$ cat src/design/lsti_pkg.sv
// Shared types and constants of the LCD line timing and STAT interrupt core.
// No dependencies; the front, queue, back and top level refer to it by scoped names.
package lsti_pkg;

	// Line timing
	parameter int LINE_CYCLES   = 456;
	parameter int VISIBLE_LINES = 144;
	parameter int OAM_END       = 80;
	parameter int HBLANK_START  = 80 + 172;
	parameter int LAST_LINE     = 153;

	// Depth of the queue between front and back
	parameter int QUEUE_DEPTH = 2;

	// Request codes on req_type
	parameter logic [1:0] REQ_TICK  = 2'd0;
	parameter logic [1:0] REQ_READ  = 2'd1;
	parameter logic [1:0] REQ_WRITE = 2'd2;

	// Register selects on reg_sel
	parameter logic [1:0] SEL_LCDC = 2'd0;
	parameter logic [1:0] SEL_STAT = 2'd1;
	parameter logic [1:0] SEL_LY   = 2'd2;
	parameter logic [1:0] SEL_LYC  = 2'd3;

	// STAT and LCDC bit positions
	parameter logic [7:0] STAT_WR_MASK = 8'hF8;
	parameter int STAT_HBLANK_EN = 3;
	parameter int STAT_VBLANK_EN = 4;
	parameter int STAT_OAM_EN    = 5;
	parameter int STAT_LYC_EN    = 6;
	parameter int STAT_COINC     = 2;
	parameter int LCDC_ENABLE    = 7;

	// STAT modes
	parameter logic [1:0] MODE_HBLANK = 2'd0;
	parameter logic [1:0] MODE_VBLANK = 2'd1;
	parameter logic [1:0] MODE_OAM    = 2'd2;
	parameter logic [1:0] MODE_DRAW   = 2'd3;

	// Operation class assigned by the front
	typedef enum logic [1:0] {
		OP_TICK,
		OP_READ,
		OP_WRITE,
		OP_NONE
	} op_t;

	// One decoded beat held in the queue
	typedef struct packed {
		op_t        op;
		logic [8:0] cycles;
		logic [1:0] sel;
		logic [7:0] data;
	} entry_t;

	// Queue status seen by both sides
	typedef struct packed {
		logic full;
		logic empty;
	} queue_status_t;

endpackage

$ cat src/design/lsti_front.sv
// Front of the LCD line timing core: accepts input beats and classifies them.
// Depends on lsti_pkg; feeds lsti_queue.
module lsti_front (
	input  logic                   in_valid,
	output logic                   in_stall,
	input  logic [1:0]             req_type,
	input  logic [8:0]             cycles,
	input  logic [1:0]             reg_sel,
	input  logic [7:0]             wr_data,
	input  lsti_pkg::queue_status_t q_status,
	output logic                   push,
	output lsti_pkg::entry_t       push_entry
);

	// The front holds off only while the queue is full.
	assign in_stall = q_status.full;
	assign push     = in_valid && !q_status.full;

	// Classify the request; unused codes become a no-op.
	always_comb begin
		push_entry.cycles = cycles;
		push_entry.sel    = reg_sel;
		push_entry.data   = wr_data;
		case (req_type)
			lsti_pkg::REQ_TICK:  push_entry.op = lsti_pkg::OP_TICK;
			lsti_pkg::REQ_READ:  push_entry.op = lsti_pkg::OP_READ;
			lsti_pkg::REQ_WRITE: push_entry.op = lsti_pkg::OP_WRITE;
			default:             push_entry.op = lsti_pkg::OP_NONE;
		endcase
	end

endmodule

$ cat src/design/lsti_queue.sv
// Short FIFO of decoded beats between the front and the back.
// Depends on lsti_pkg for the entry and status types.
module lsti_queue #(
	parameter int DEPTH = lsti_pkg::QUEUE_DEPTH
) (
	input  logic                    clk,
	input  logic                    arst_n,
	input  logic                    push,
	input  lsti_pkg::entry_t        push_entry,
	input  logic                    pop,
	output lsti_pkg::entry_t        head,
	output lsti_pkg::queue_status_t status
);

	localparam int PTR_W = (DEPTH > 1) ? $clog2(DEPTH) : 1;
	localparam int CNT_W = $clog2(DEPTH + 1);

	lsti_pkg::entry_t   slots_q [DEPTH];
	logic [PTR_W-1:0]   wr_ptr_q;
	logic [PTR_W-1:0]   rd_ptr_q;
	logic [CNT_W-1:0]   count_q;

	assign head         = slots_q[rd_ptr_q];
	assign status.full  = (count_q == CNT_W'(DEPTH));
	assign status.empty = (count_q == '0);

	// Pointers and fill count.
	always_ff @(posedge clk or negedge arst_n) begin
		if (!arst_n) begin
			wr_ptr_q <= '0;
			rd_ptr_q <= '0;
			count_q  <= '0;
		end else begin
			if (push) begin
				wr_ptr_q <= (wr_ptr_q == PTR_W'(DEPTH - 1)) ? '0 : wr_ptr_q + 1'b1;
			end
			if (pop) begin
				rd_ptr_q <= (rd_ptr_q == PTR_W'(DEPTH - 1)) ? '0 : rd_ptr_q + 1'b1;
			end
			if (push && !pop) begin
				count_q <= count_q + 1'b1;
			end else if (pop && !push) begin
				count_q <= count_q - 1'b1;
			end
		end
	end

	// Entry storage; no reset needed for payload.
	always_ff @(posedge clk) begin
		if (push) begin
			slots_q[wr_ptr_q] <= push_entry;
		end
	end

endmodule

$ cat src/design/lsti_back.sv
// Back of the LCD line timing core: holds the timing and register state,
// carries out one queued beat per cycle while the output is not stalled
// and registers the result beat. Depends on lsti_pkg; drains lsti_queue.
module lsti_back (
	input  logic                    clk,
	input  logic                    arst_n,
	input  lsti_pkg::entry_t        head,
	input  lsti_pkg::queue_status_t q_status,
	output logic                    pop,
	output logic                    out_valid,
	input  logic                    out_stall,
	output logic [7:0]              rd_data,
	output logic                    vblank_irq,
	output logic                    irq_lcd_stat
);

	logic [8:0] line_cycle_q;
	logic [7:0] line_number_q;
	logic [7:0] status_bits_q;
	logic [7:0] lcd_control_q;
	logic [7:0] compare_line_q;

	logic       out_valid_q;
	logic [7:0] rd_data_q;
	logic       vblank_irq_q;
	logic       irq_lcd_stat_q;

	logic [9:0] pos_sum;
	logic [9:0] pos_wrap;
	logic       line_change;
	logic [8:0] pos_next;
	logic [7:0] line_inc;
	logic [7:0] line_next;
	logic       was_hblank;
	logic       vbl_raw;
	logic       stat_raw;
	logic       lcd_on;
	logic [1:0] mode;
	logic [7:0] stat_value;
	logic [7:0] rd_value;

	// Take a beat whenever the output register is free or being emptied.
	assign pop = !q_status.empty && (!out_valid_q || !out_stall);

	// Position within the line after a tick, with at most one line change.
	assign pos_sum     = {1'b0, line_cycle_q} + {1'b0, head.cycles};
	assign pos_wrap    = pos_sum - 10'(lsti_pkg::LINE_CYCLES);
	assign line_change = (pos_sum >= 10'(lsti_pkg::LINE_CYCLES));
	always_comb begin
		if (!line_change) begin
			pos_next = pos_sum[8:0];
		end else if (pos_wrap >= 10'(lsti_pkg::LINE_CYCLES)) begin
			pos_next = 9'(lsti_pkg::LINE_CYCLES - 1);
		end else begin
			pos_next = pos_wrap[8:0];
		end
	end

	// Next line number, wrapping after the last line.
	assign line_inc  = line_number_q + 8'd1;
	assign line_next = (line_inc > 8'(lsti_pkg::LAST_LINE)) ? 8'd0 : line_inc;

	// Interrupt sources raised by a tick.
	assign was_hblank = (line_cycle_q >= 9'(lsti_pkg::HBLANK_START));
	assign lcd_on     = lcd_control_q[lsti_pkg::LCDC_ENABLE];
	always_comb begin
		vbl_raw  = 1'b0;
		stat_raw = 1'b0;
		if (line_change) begin
			if (line_next == 8'(lsti_pkg::VISIBLE_LINES)) begin
				vbl_raw = 1'b1;
				if (status_bits_q[lsti_pkg::STAT_VBLANK_EN]) begin
					stat_raw = 1'b1;
				end
			end
			if (line_next < 8'(lsti_pkg::VISIBLE_LINES)
				&& status_bits_q[lsti_pkg::STAT_OAM_EN]) begin
				stat_raw = 1'b1;
			end
			if (line_next == compare_line_q && status_bits_q[lsti_pkg::STAT_LYC_EN]) begin
				stat_raw = 1'b1;
			end
		end else if (line_number_q < 8'(lsti_pkg::VISIBLE_LINES)) begin
			if (pos_next >= 9'(lsti_pkg::HBLANK_START) && !was_hblank
				&& status_bits_q[lsti_pkg::STAT_HBLANK_EN]) begin
				stat_raw = 1'b1;
			end
		end
	end

	// STAT read value: enables, coincidence flag and current mode.
	always_comb begin
		if (line_number_q >= 8'(lsti_pkg::VISIBLE_LINES)) begin
			mode = lsti_pkg::MODE_VBLANK;
		end else if (line_cycle_q < 9'(lsti_pkg::OAM_END)) begin
			mode = lsti_pkg::MODE_OAM;
		end else if (line_cycle_q < 9'(lsti_pkg::HBLANK_START)) begin
			mode = lsti_pkg::MODE_DRAW;
		end else begin
			mode = lsti_pkg::MODE_HBLANK;
		end
		stat_value = status_bits_q;
		stat_value[lsti_pkg::STAT_COINC] = status_bits_q[lsti_pkg::STAT_COINC]
			| (line_number_q == compare_line_q);
		stat_value[1:0] = status_bits_q[1:0] | mode;
	end

	// Register read mux.
	always_comb begin
		case (head.sel)
			lsti_pkg::SEL_LCDC: rd_value = lcd_control_q;
			lsti_pkg::SEL_STAT: rd_value = stat_value;
			lsti_pkg::SEL_LY:   rd_value = line_number_q;
			lsti_pkg::SEL_LYC:  rd_value = compare_line_q;
			default:            rd_value = compare_line_q;
		endcase
	end

	// Timing and register state.
	always_ff @(posedge clk or negedge arst_n) begin
		if (!arst_n) begin
			line_cycle_q   <= '0;
			line_number_q  <= '0;
			status_bits_q  <= '0;
			lcd_control_q  <= '0;
			compare_line_q <= '0;
		end else if (pop) begin
			case (head.op)
				lsti_pkg::OP_TICK: begin
					line_cycle_q <= pos_next;
					if (line_change) begin
						line_number_q <= line_next;
					end
				end
				lsti_pkg::OP_WRITE: begin
					case (head.sel)
						lsti_pkg::SEL_LCDC: lcd_control_q  <= head.data;
						lsti_pkg::SEL_STAT: status_bits_q  <= head.data & lsti_pkg::STAT_WR_MASK;
						lsti_pkg::SEL_LYC:  compare_line_q <= head.data;
						default: ;
					endcase
				end
				default: ;
			endcase
		end
	end

	// Result beat valid flag.
	always_ff @(posedge clk or negedge arst_n) begin
		if (!arst_n) begin
			out_valid_q <= 1'b0;
		end else if (pop) begin
			out_valid_q <= 1'b1;
		end else if (!out_stall) begin
			out_valid_q <= 1'b0;
		end
	end

	// Result beat payload, loaded with each taken beat.
	always_ff @(posedge clk) begin
		if (pop) begin
			rd_data_q      <= (head.op == lsti_pkg::OP_READ) ? rd_value : 8'd0;
			vblank_irq_q   <= (head.op == lsti_pkg::OP_TICK) && vbl_raw && lcd_on;
			irq_lcd_stat_q <= (head.op == lsti_pkg::OP_TICK) && stat_raw && lcd_on;
		end
	end

	assign out_valid    = out_valid_q;
	assign rd_data      = rd_data_q;
	assign vblank_irq   = vblank_irq_q;
	assign irq_lcd_stat = irq_lcd_stat_q;

endmodule

$ cat src/design/lcd_line_timing_and_stat_irq_core.sv
// Top level of the LCD line timing and STAT interrupt core.
// Depends on lsti_pkg, lsti_front, lsti_queue and lsti_back.
//
//   Channel  Handshake            Beat contents
//   input    in_valid / in_stall  req_type, cycles, reg_sel, wr_data
//   output   out_valid/out_stall  rd_data, vblank_irq, irq_lcd_stat
//
// One beat per clock is sustained unless the output stalls; an accepted beat
// is written into the queue and from there taken by the back into the output
// register (the back updates all timing state in one step).
// Asynchronous active-low reset clears all timing and register state.
// in_stall rises only while the queue is full; a stalled output keeps its beat
// while the front goes on filling the queue.
module lcd_line_timing_and_stat_irq_core #(
	parameter int QUEUE_DEPTH = lsti_pkg::QUEUE_DEPTH
) (
	input  logic       clk,
	input  logic       arst_n,
	input  logic       in_valid,
	output logic       in_stall,
	input  logic [1:0] req_type,
	input  logic [8:0] cycles,
	input  logic [1:0] reg_sel,
	input  logic [7:0] wr_data,
	output logic       out_valid,
	input  logic       out_stall,
	output logic [7:0] rd_data,
	output logic       vblank_irq,
	output logic       irq_lcd_stat
);

	lsti_pkg::queue_status_t q_status;
	lsti_pkg::entry_t        push_entry;
	lsti_pkg::entry_t        head;
	logic                    push;
	logic                    pop;

	// Accept and classify.
	lsti_front u_front (
		.in_valid   (in_valid),
		.in_stall   (in_stall),
		.req_type   (req_type),
		.cycles     (cycles),
		.reg_sel    (reg_sel),
		.wr_data    (wr_data),
		.q_status   (q_status),
		.push       (push),
		.push_entry (push_entry)
	);

	// Decouple the two sides.
	lsti_queue #(
		.DEPTH (QUEUE_DEPTH)
	) u_queue (
		.clk        (clk),
		.arst_n     (arst_n),
		.push       (push),
		.push_entry (push_entry),
		.pop        (pop),
		.head       (head),
		.status     (q_status)
	);

	// Execute and deliver.
	lsti_back u_back (
		.clk          (clk),
		.arst_n       (arst_n),
		.head         (head),
		.q_status     (q_status),
		.pop          (pop),
		.out_valid    (out_valid),
		.out_stall    (out_stall),
		.rd_data      (rd_data),
		.vblank_irq   (vblank_irq),
		.irq_lcd_stat (irq_lcd_stat)
	);

endmodule

$ cat config.mk
export PLATFORM = sky130hd
export DESIGN_NAME = lcd_line_timing_and_stat_irq_core
export DESIGN_NICKNAME = d
export VERILOG_FILES = /design/src/design/lsti_pkg.sv /design/src/design/lsti_front.sv /design/src/design/lsti_queue.sv /design/src/design/lsti_back.sv /design/src/design/lcd_line_timing_and_stat_irq_core.sv
export SDC_FILE = /design/constraint.sdc
export NUM_CORES = 1
export LEC_CHECK = 0
export BUFFER_PORTS_ARGS = -buffer_cell sky130_fd_sc_hd__clkbuf_2
export CAP_MARGIN = 15
export CORE_MARGIN = 4
export CORE_UTILIZATION = 60
export DETAILED_ROUTE_END_ITERATION = 16
export GPL_ROUTABILITY_DRIVEN = 0
export GPL_TIMING_DRIVEN = 0
export PLACE_DENSITY = 0.79
export SLEW_MARGIN = 5
export SYNTH_ARGS = -nofsm -noshare
export SYNTH_HDL_FRONTEND = slang
export SYNTH_SLANG_ARGS = --single-unit
$ cat constraint.sdc
create_clock -name clk -period 6.6 [get_ports clk]
set_input_delay 0.66 -clock clk [delete_from_list [all_inputs] [get_ports clk]]
set_output_delay 0.66 -clock clk [all_outputs]
set_load 0.005 [all_outputs]
# ---- Word-level counts from Yosys, hierarchy flattened
# Memory sizes are Yosys's and may differ from the RTL's.
# Index checks and enable logic that the tools add are counted.
dict set report classes {
  addsub 7
  n_lt_le_gt_ge 10
  eq_ne 12
  n_mux 25
  reduce_logical 30
}
# cell n
set op_table {}
lappend op_table {{one-hot mux 8 bit (4 select lines)} 1}
lappend op_table {{greater-or-equal comparator 10 x 9 -> 1 bit, second input constant} 2}
lappend op_table {{greater-or-equal comparator 9 x 8 -> 1 bit, second input constant} 2}
lappend op_table {{two-way mux 9 bit} 2}
lappend op_table {{equality test 8 bit} 2}
lappend op_table {{less-than comparator 8 bit, second input constant} 2}
lappend op_table {{two-way mux 1 bit} 15}
lappend op_table {{logical AND 1 bit} 12}
lappend op_table {{AND reduction 3 bit} 4}
lappend op_table {{adder 9 x 9 -> 10 bit} 1}
lappend op_table {{equality test 2 bit, second input constant} 5}
lappend op_table {{two-way mux 2 bit} 5}
lappend op_table {{subtractor 10 x 9 -> 10 bit, second input constant} 1}
lappend op_table {{less-than comparator 9 x 7 -> 1 bit, second input constant} 1}
lappend op_table {{less-than comparator 9 x 8 -> 1 bit, second input constant} 1}
lappend op_table {{adder 8 x 1 -> 8 bit, second input constant} 1}
lappend op_table {{equality test 8 bit, second input constant} 1}
lappend op_table {{greater-or-equal comparator 8 bit, second input constant} 1}
lappend op_table {{> comparator 8 bit, second input constant} 1}
lappend op_table {{logical NOT 2 bit} 4}
lappend op_table {{two-way mux 8 bit} 1}
lappend op_table {{logical NOT 1 bit} 7}
lappend op_table {{equality test 2 x 1 -> 1 bit, second input constant} 3}
lappend op_table {{one-hot mux 2 bit (3 select lines)} 1}
lappend op_table {{7 further kinds} 8}
dict set report totals {
  ff_bits 53
  ram_bits 42
  inputBits 25
  out_inout_bits 12
  word_cells 97
  n_memories 1
}
# memory words word_bits read_ports rd_ports_with_merged_regs wr line_no
set memory_table {}
lappend memory_table {u_queue.slots_q 2 21 1 0 1 lsti_queue.sv:18} ;# lsti_pkg::entry_t slots_q [DEPTH];

# ---- Longest topological paths before layout
# An unclocked memory read counts as a cell.
dict set report depth {
  word_depth 14
  depth_mapped 16
  depth_no_buf 13
}

# ---- Cells and area by module
# Synthesis repeated with hierarchy kept, for this count alone.
dict set report unflattened {
  cells_unflattened 480
  hier_area_um2 5541.6
}
# module instances cells_per_inst area_per_inst_um2 seq_area_each_um2
set modules_own_cells {}
lappend modules_own_cells {lsti_back 1 376 3663.5 1276.2}
lappend modules_own_cells {lsti_queue 1 81 1706.6 1361.3}
lappend modules_own_cells {lsti_front 1 23 171.4 0.0}

# ---- Least setup slack after synthesis
# Ideal clock, no wire load.
dict set report synth_path {
  kind {flip-flop to flip-flop}
  startpoint {register u_queue.rd_ptr_q}
  endpoint {register u_back.line_cycle_q[6]}
  setup_ps 158
  arrival_ps 4486
  t_required_ps 6442
  setup_slack_ps 1956
  stages_incl_launch_ff 17
  path_buffers 3
  synth_period_minus_slack_ps 4644
  cell_sequence {dfrtp_1 > clkbuf_1 > clkbuf_1 > clkbuf_1 > mux2_2 > ha_1 > fa_1 > and3_4 > or3_4 > nand2_1 > ha_1 > inv_1 > nor4_1 > a211oi_1 > o221ai_1 > o31a_1 > a41oi_1}
}
dict set report synth_between {
  elab_chain_cells 6
  word_cells_on_any_way 9
  cone_classes {add/sub: 2; order compare: 2; mux: 2; reduce/logical: 2; memory: 1}
}
# element line_no
set synth_rtl {}
lappend synth_rtl {{from (decl)} lsti_queue.sv:20} ;# logic [PTR_W-1:0] rd_ptr_q;
lappend synth_rtl {{from (signal assigned)} lsti_queue.sv:38} ;# rd_ptr_q <= (rd_ptr_q == PTR_W'(DEPTH - 1)) ? '0 : rd_ptr_q + 1'b1;
lappend synth_rtl {{memory read (2 x 21 bit) (*)} -}
lappend synth_rtl {{adder 9 x 9 -> 10 bit} lsti_back.sv:46} ;# assign pos_sum = {1'b0, line_cycle_q} + {1'b0, head.cycles};
lappend synth_rtl {{subtractor 10 x 9 -> 10 bit} lsti_back.sv:47} ;# assign pos_wrap = pos_sum - 10'(lsti_pkg::LINE_CYCLES);
lappend synth_rtl {{greater-or-equal comparator 10 x 9 -> 1 bit} lsti_back.sv:52} ;# end else if (pos_wrap >= 10'(lsti_pkg::LINE_CYCLES)) begin
lappend synth_rtl {{two-way mux 9 bit} lsti_back.sv:52}
lappend synth_rtl {{two-way mux 9 bit} lsti_back.sv:50} ;# if (!line_change) begin
lappend synth_rtl {{to (signal assigned)} lsti_back.sv:130} ;# line_cycle_q <= pos_next;
lappend synth_rtl {{to (decl)} lsti_back.sv:17} ;# logic [8:0] line_cycle_q;
# Mark *: on every way between the ends. The rest lies on a longest branch, timed or not.
# A chain may end at the register's enable or synchronous reset.

# ---- Worst setup path in the final report
# Same ends and word-level chain as after synthesis.

==> run_results.csv <==
group,metric,value,unit
finish,fillers,628,
global_routing,use_met1,30.30,%
finish,final_nets,579,
floorplan,core_area,8341,um^2
timing,setup-tns-final,0,ps
finish,area_growth,10.58,%
timing,hold_violations,0,
floorplan,top_level_ports,37,
drt,viasPerCell,6.428,
finish,fin_util,69.47,%
synthesis,synth_flop_cell,"edfxtp_1",
place,detailed_place_hpwl,8569,um
cts,cts_tree,"done",
finish,drive_above_1_share,16.73,%
critical_path,crit_path_frequent_cell,"clkbuf_1",
global_routing,grtUsageMet3,5.303,%
cts,cts_root_buf,"clkbuf_8",
power_and_ir_drop,powerDensity,555.1,nW/um^2
timing,finalCriticalPeriod,5581,ps
floorplan,fp-row-count,33,
job,maxCapViolCount,0,
synthesis,seq_area_frac_synth,50.33,%
cts,cts_resized,0,
worst_hold_path,hold_path.class,"input port to asynchronous set/reset pin",
critical_path,required,6820,ps
power_and_ir_drop,p_leak,2.252,nW
global_routing,antenna_found_initial,0,
timing,finalMaxSlewViolations,0,
critical_path,crit_type,"flop to flop",
critical_path,cp.arrival,5800,ps
synthesis,ys_ff_latch,95,
cts,clk_path_buf_depth,2,
timing,fmax,179.2,MHz
floorplan,die_x,101.5,um
power_and_ir_drop,ir_drop,0.2868,mV
cts,cts_made_buffers,9,
timing,tightest_slew,976.9,ps
critical_path,cp_max_fo,10,
cts,htree_levels,3,
timing,finalSetupViolations,0,
synthesis,syn_avg_cell_area,10.65,um^2
synthesis,synth_area,5240,um^2
synthesis,yosysTopAreaCell,"edfxtp_1",
synthesis,synthCells,492,
synthesis,synthDistinctLibCells,68,
timing,whs,151.4,ps
cts,clock-sinks,95,
timing,slew_headroom,34.88,%
critical_path,setup.worst_path.start_class,"flop",
global_routing,busiest_layer,"met2",
critical_path,crit_path_end_kind,"flop",
drt,drtAntennaViolNets,0,
status,outcome,"finished, final reports clean",
floorplan,dieArea,10290,um^2
global_routing,use_met2,41.80,%
drt,avgRoutedWirePerCell,18.38,um
synthesis,synth_top_area_share,29.80,%
global_routing,grt_pass1_wl,19670,um
drt,drt_iter0_markers,267,
synthesis,async_flop_share,45.26,%
cts,insertion_delay,370,ps
global_routing,grt_pass1_vias,4106,
drt,vias,4172,
timing,grt_setup_unrepaired,"false",
synthesis,synth_top_cells_by_count,"edfxtp_1 (52), nor2_1 (52), dfrtp_1 (43)",
synthesis,yosysWarnings,0,
global_routing,grt-ovfl-total,0,
drt,dr.pass1.iters,7,
drt,drc,0,
cts,ctsHoldBuffers,0,
cts,post_cts_buffers,0,
place,buffer_ports.inserted,34,
global_routing,grt_max_degree,44,
timing,skew,9.731,ps
timing,fin_crit_sh,84.56,%
drt,wirelength,11930,um
critical_path,slowest_delay,720,ps
floorplan,die_height,101.5,um
floorplan,start_util,62.83,%
finish,diodes,0,
cts,clkTransAtPathRegs,110,ps
synthesis,synth_edf_count,52,
critical_path,slowest_stage,"nor4_1",
synthesis,synthTopCellsByArea,"edfxtp_1 (30%), dfrtp_1 (21%), nor2_1 (3.7%)",
global_routing,grtUsageTotal,24.42,%
critical_path,cp_cell_sequence,"clkbuf_1, clkbuf_1, clkbuf_1, mux2_2, ha_1, fa_1, and3_4, or3_4, nand2_1, ha_1, inv_1, nor4_1, a211oi_1, o221ai_1, o31a_1, a41oi_1",
synthesis,syn_nets,532,
-- critical path: cells and delay by family, from the launching register on --
family / cells / cell delay, ps
simple gates: 4 / 1430
mux: 1 / 420
fa+ha+maj: 3 / 870
compound gates: 4 / 920
buf+inv: 4 / 1440
flops: 1 / 350
-- flip-flops by register name, summed over array words and instances, names as in the netlist --
register	cells
u_queue.slots_q	42
u_queue.wr_ptr_q	1
u_back.out_valid	1
u_back.compare_line_q	8
u_queue.rd_ptr_q	1
u_back.line_number_q	8
u_queue.count_q	2
u_back.vblank_irq	1
u_back.irq_lcd_stat	1
u_back.rd_data	8
u_back.status_bits_q	5
u_back.lcd_control_q	8
u_back.line_cycle_q	9
-- layout make-up --
class	instances	area [um^2]	share of cell area (%)
Timing Repair Buffer	36	205.2	3.541
Clock inverter	7	91.34	1.576
Inverter	13	48.80	0.8422
Clock buffer	9	123.9	2.138
Buffer	27	116.4	2.008
Tap cell	105	131.4	2.267
Multi-Input combinational cell	357	2440	42.11
Sequential cell	95	2638	45.52
-- per-stage QoR --
step	area, um^2	setup WS, ps	instances	power [mW]
final	5794	1019	649	3.216
after global routing	5794	722.6	649	3.427
after CTS	5774	1069	648	3.181
after detailed placement	5559	1112	632	2.776
after global placement	5542	1158	631	2.696
after floorplan	5240	1956	492	2.335
-- cell usage in the layout (no fill, tap or decap), drive strengths merged, types with 10 or more instances in the layout --
cell	count
clkbuf	59
edfxtp	52
nor2	52
dfrtp	43
nand2	40
o21ai	29
a21oi	29
nand3	14
nor3	14
ha	14
inv	14
buf	13
mux2i	12
mux2	11
xor2	10
-- kinds of logic (layout without fill, tap and decap cells) --
family | count (synthesis) | after routing | share of synthesized area (%)
compound gates | 126 | 126 | 16.69
xor+xnor | 19 | 19 | 3.176
fa+ha+maj | 15 | 15 | 3.725
buf+inv | 40 | 92 | 3.152
flops | 95 | 95 | 50.33
mux | 29 | 29 | 7.307
simple gates | 168 | 168 | 15.62
-- final timing paths --
path | startpoint | endpoint | slack (ps) | cells past startpoint
max | u_queue.rd_ptr_q | u_back.line_cycle_q[6] | 1020 | 16
min | arst_n | u_back.compare_line_q[6] | 150 | 1
max reg2reg | u_queue.rd_ptr_q | u_back.line_cycle_q[6] | 1020 | 16
min reg2reg | u_back.out_valid | u_back.out_valid | 500 | 2
max in group asynchronous | arst_n | u_back.lcd_control_q[0] | 5980 | 2
min in group clk | cycles[0] | u_queue.slots_q[1][10] | 470 | 1
-- power breakdown --
part | leakage (nW) | total (mW) | switching, mW | internal [mW]
logic | 1.14 | 1.82 | 1.11 | 0.708
clock network | 0.105 | 0.390 | 0.237 | 0.152
registers | 1.01 | 1.00 | 0.150 | 0.853
total | 2.25 | 3.22 | 1.50 | 1.71
-- metal layers --
metal | part of all wire (%) | vias up
met5 | 0 | -
met4 | 3.2 | 0
met3 | 7.2 | 44
met2 | 49 | 205
met1 | 41 | 1981
li1 | - | 1942
Power figures use the tool's default switching activity.
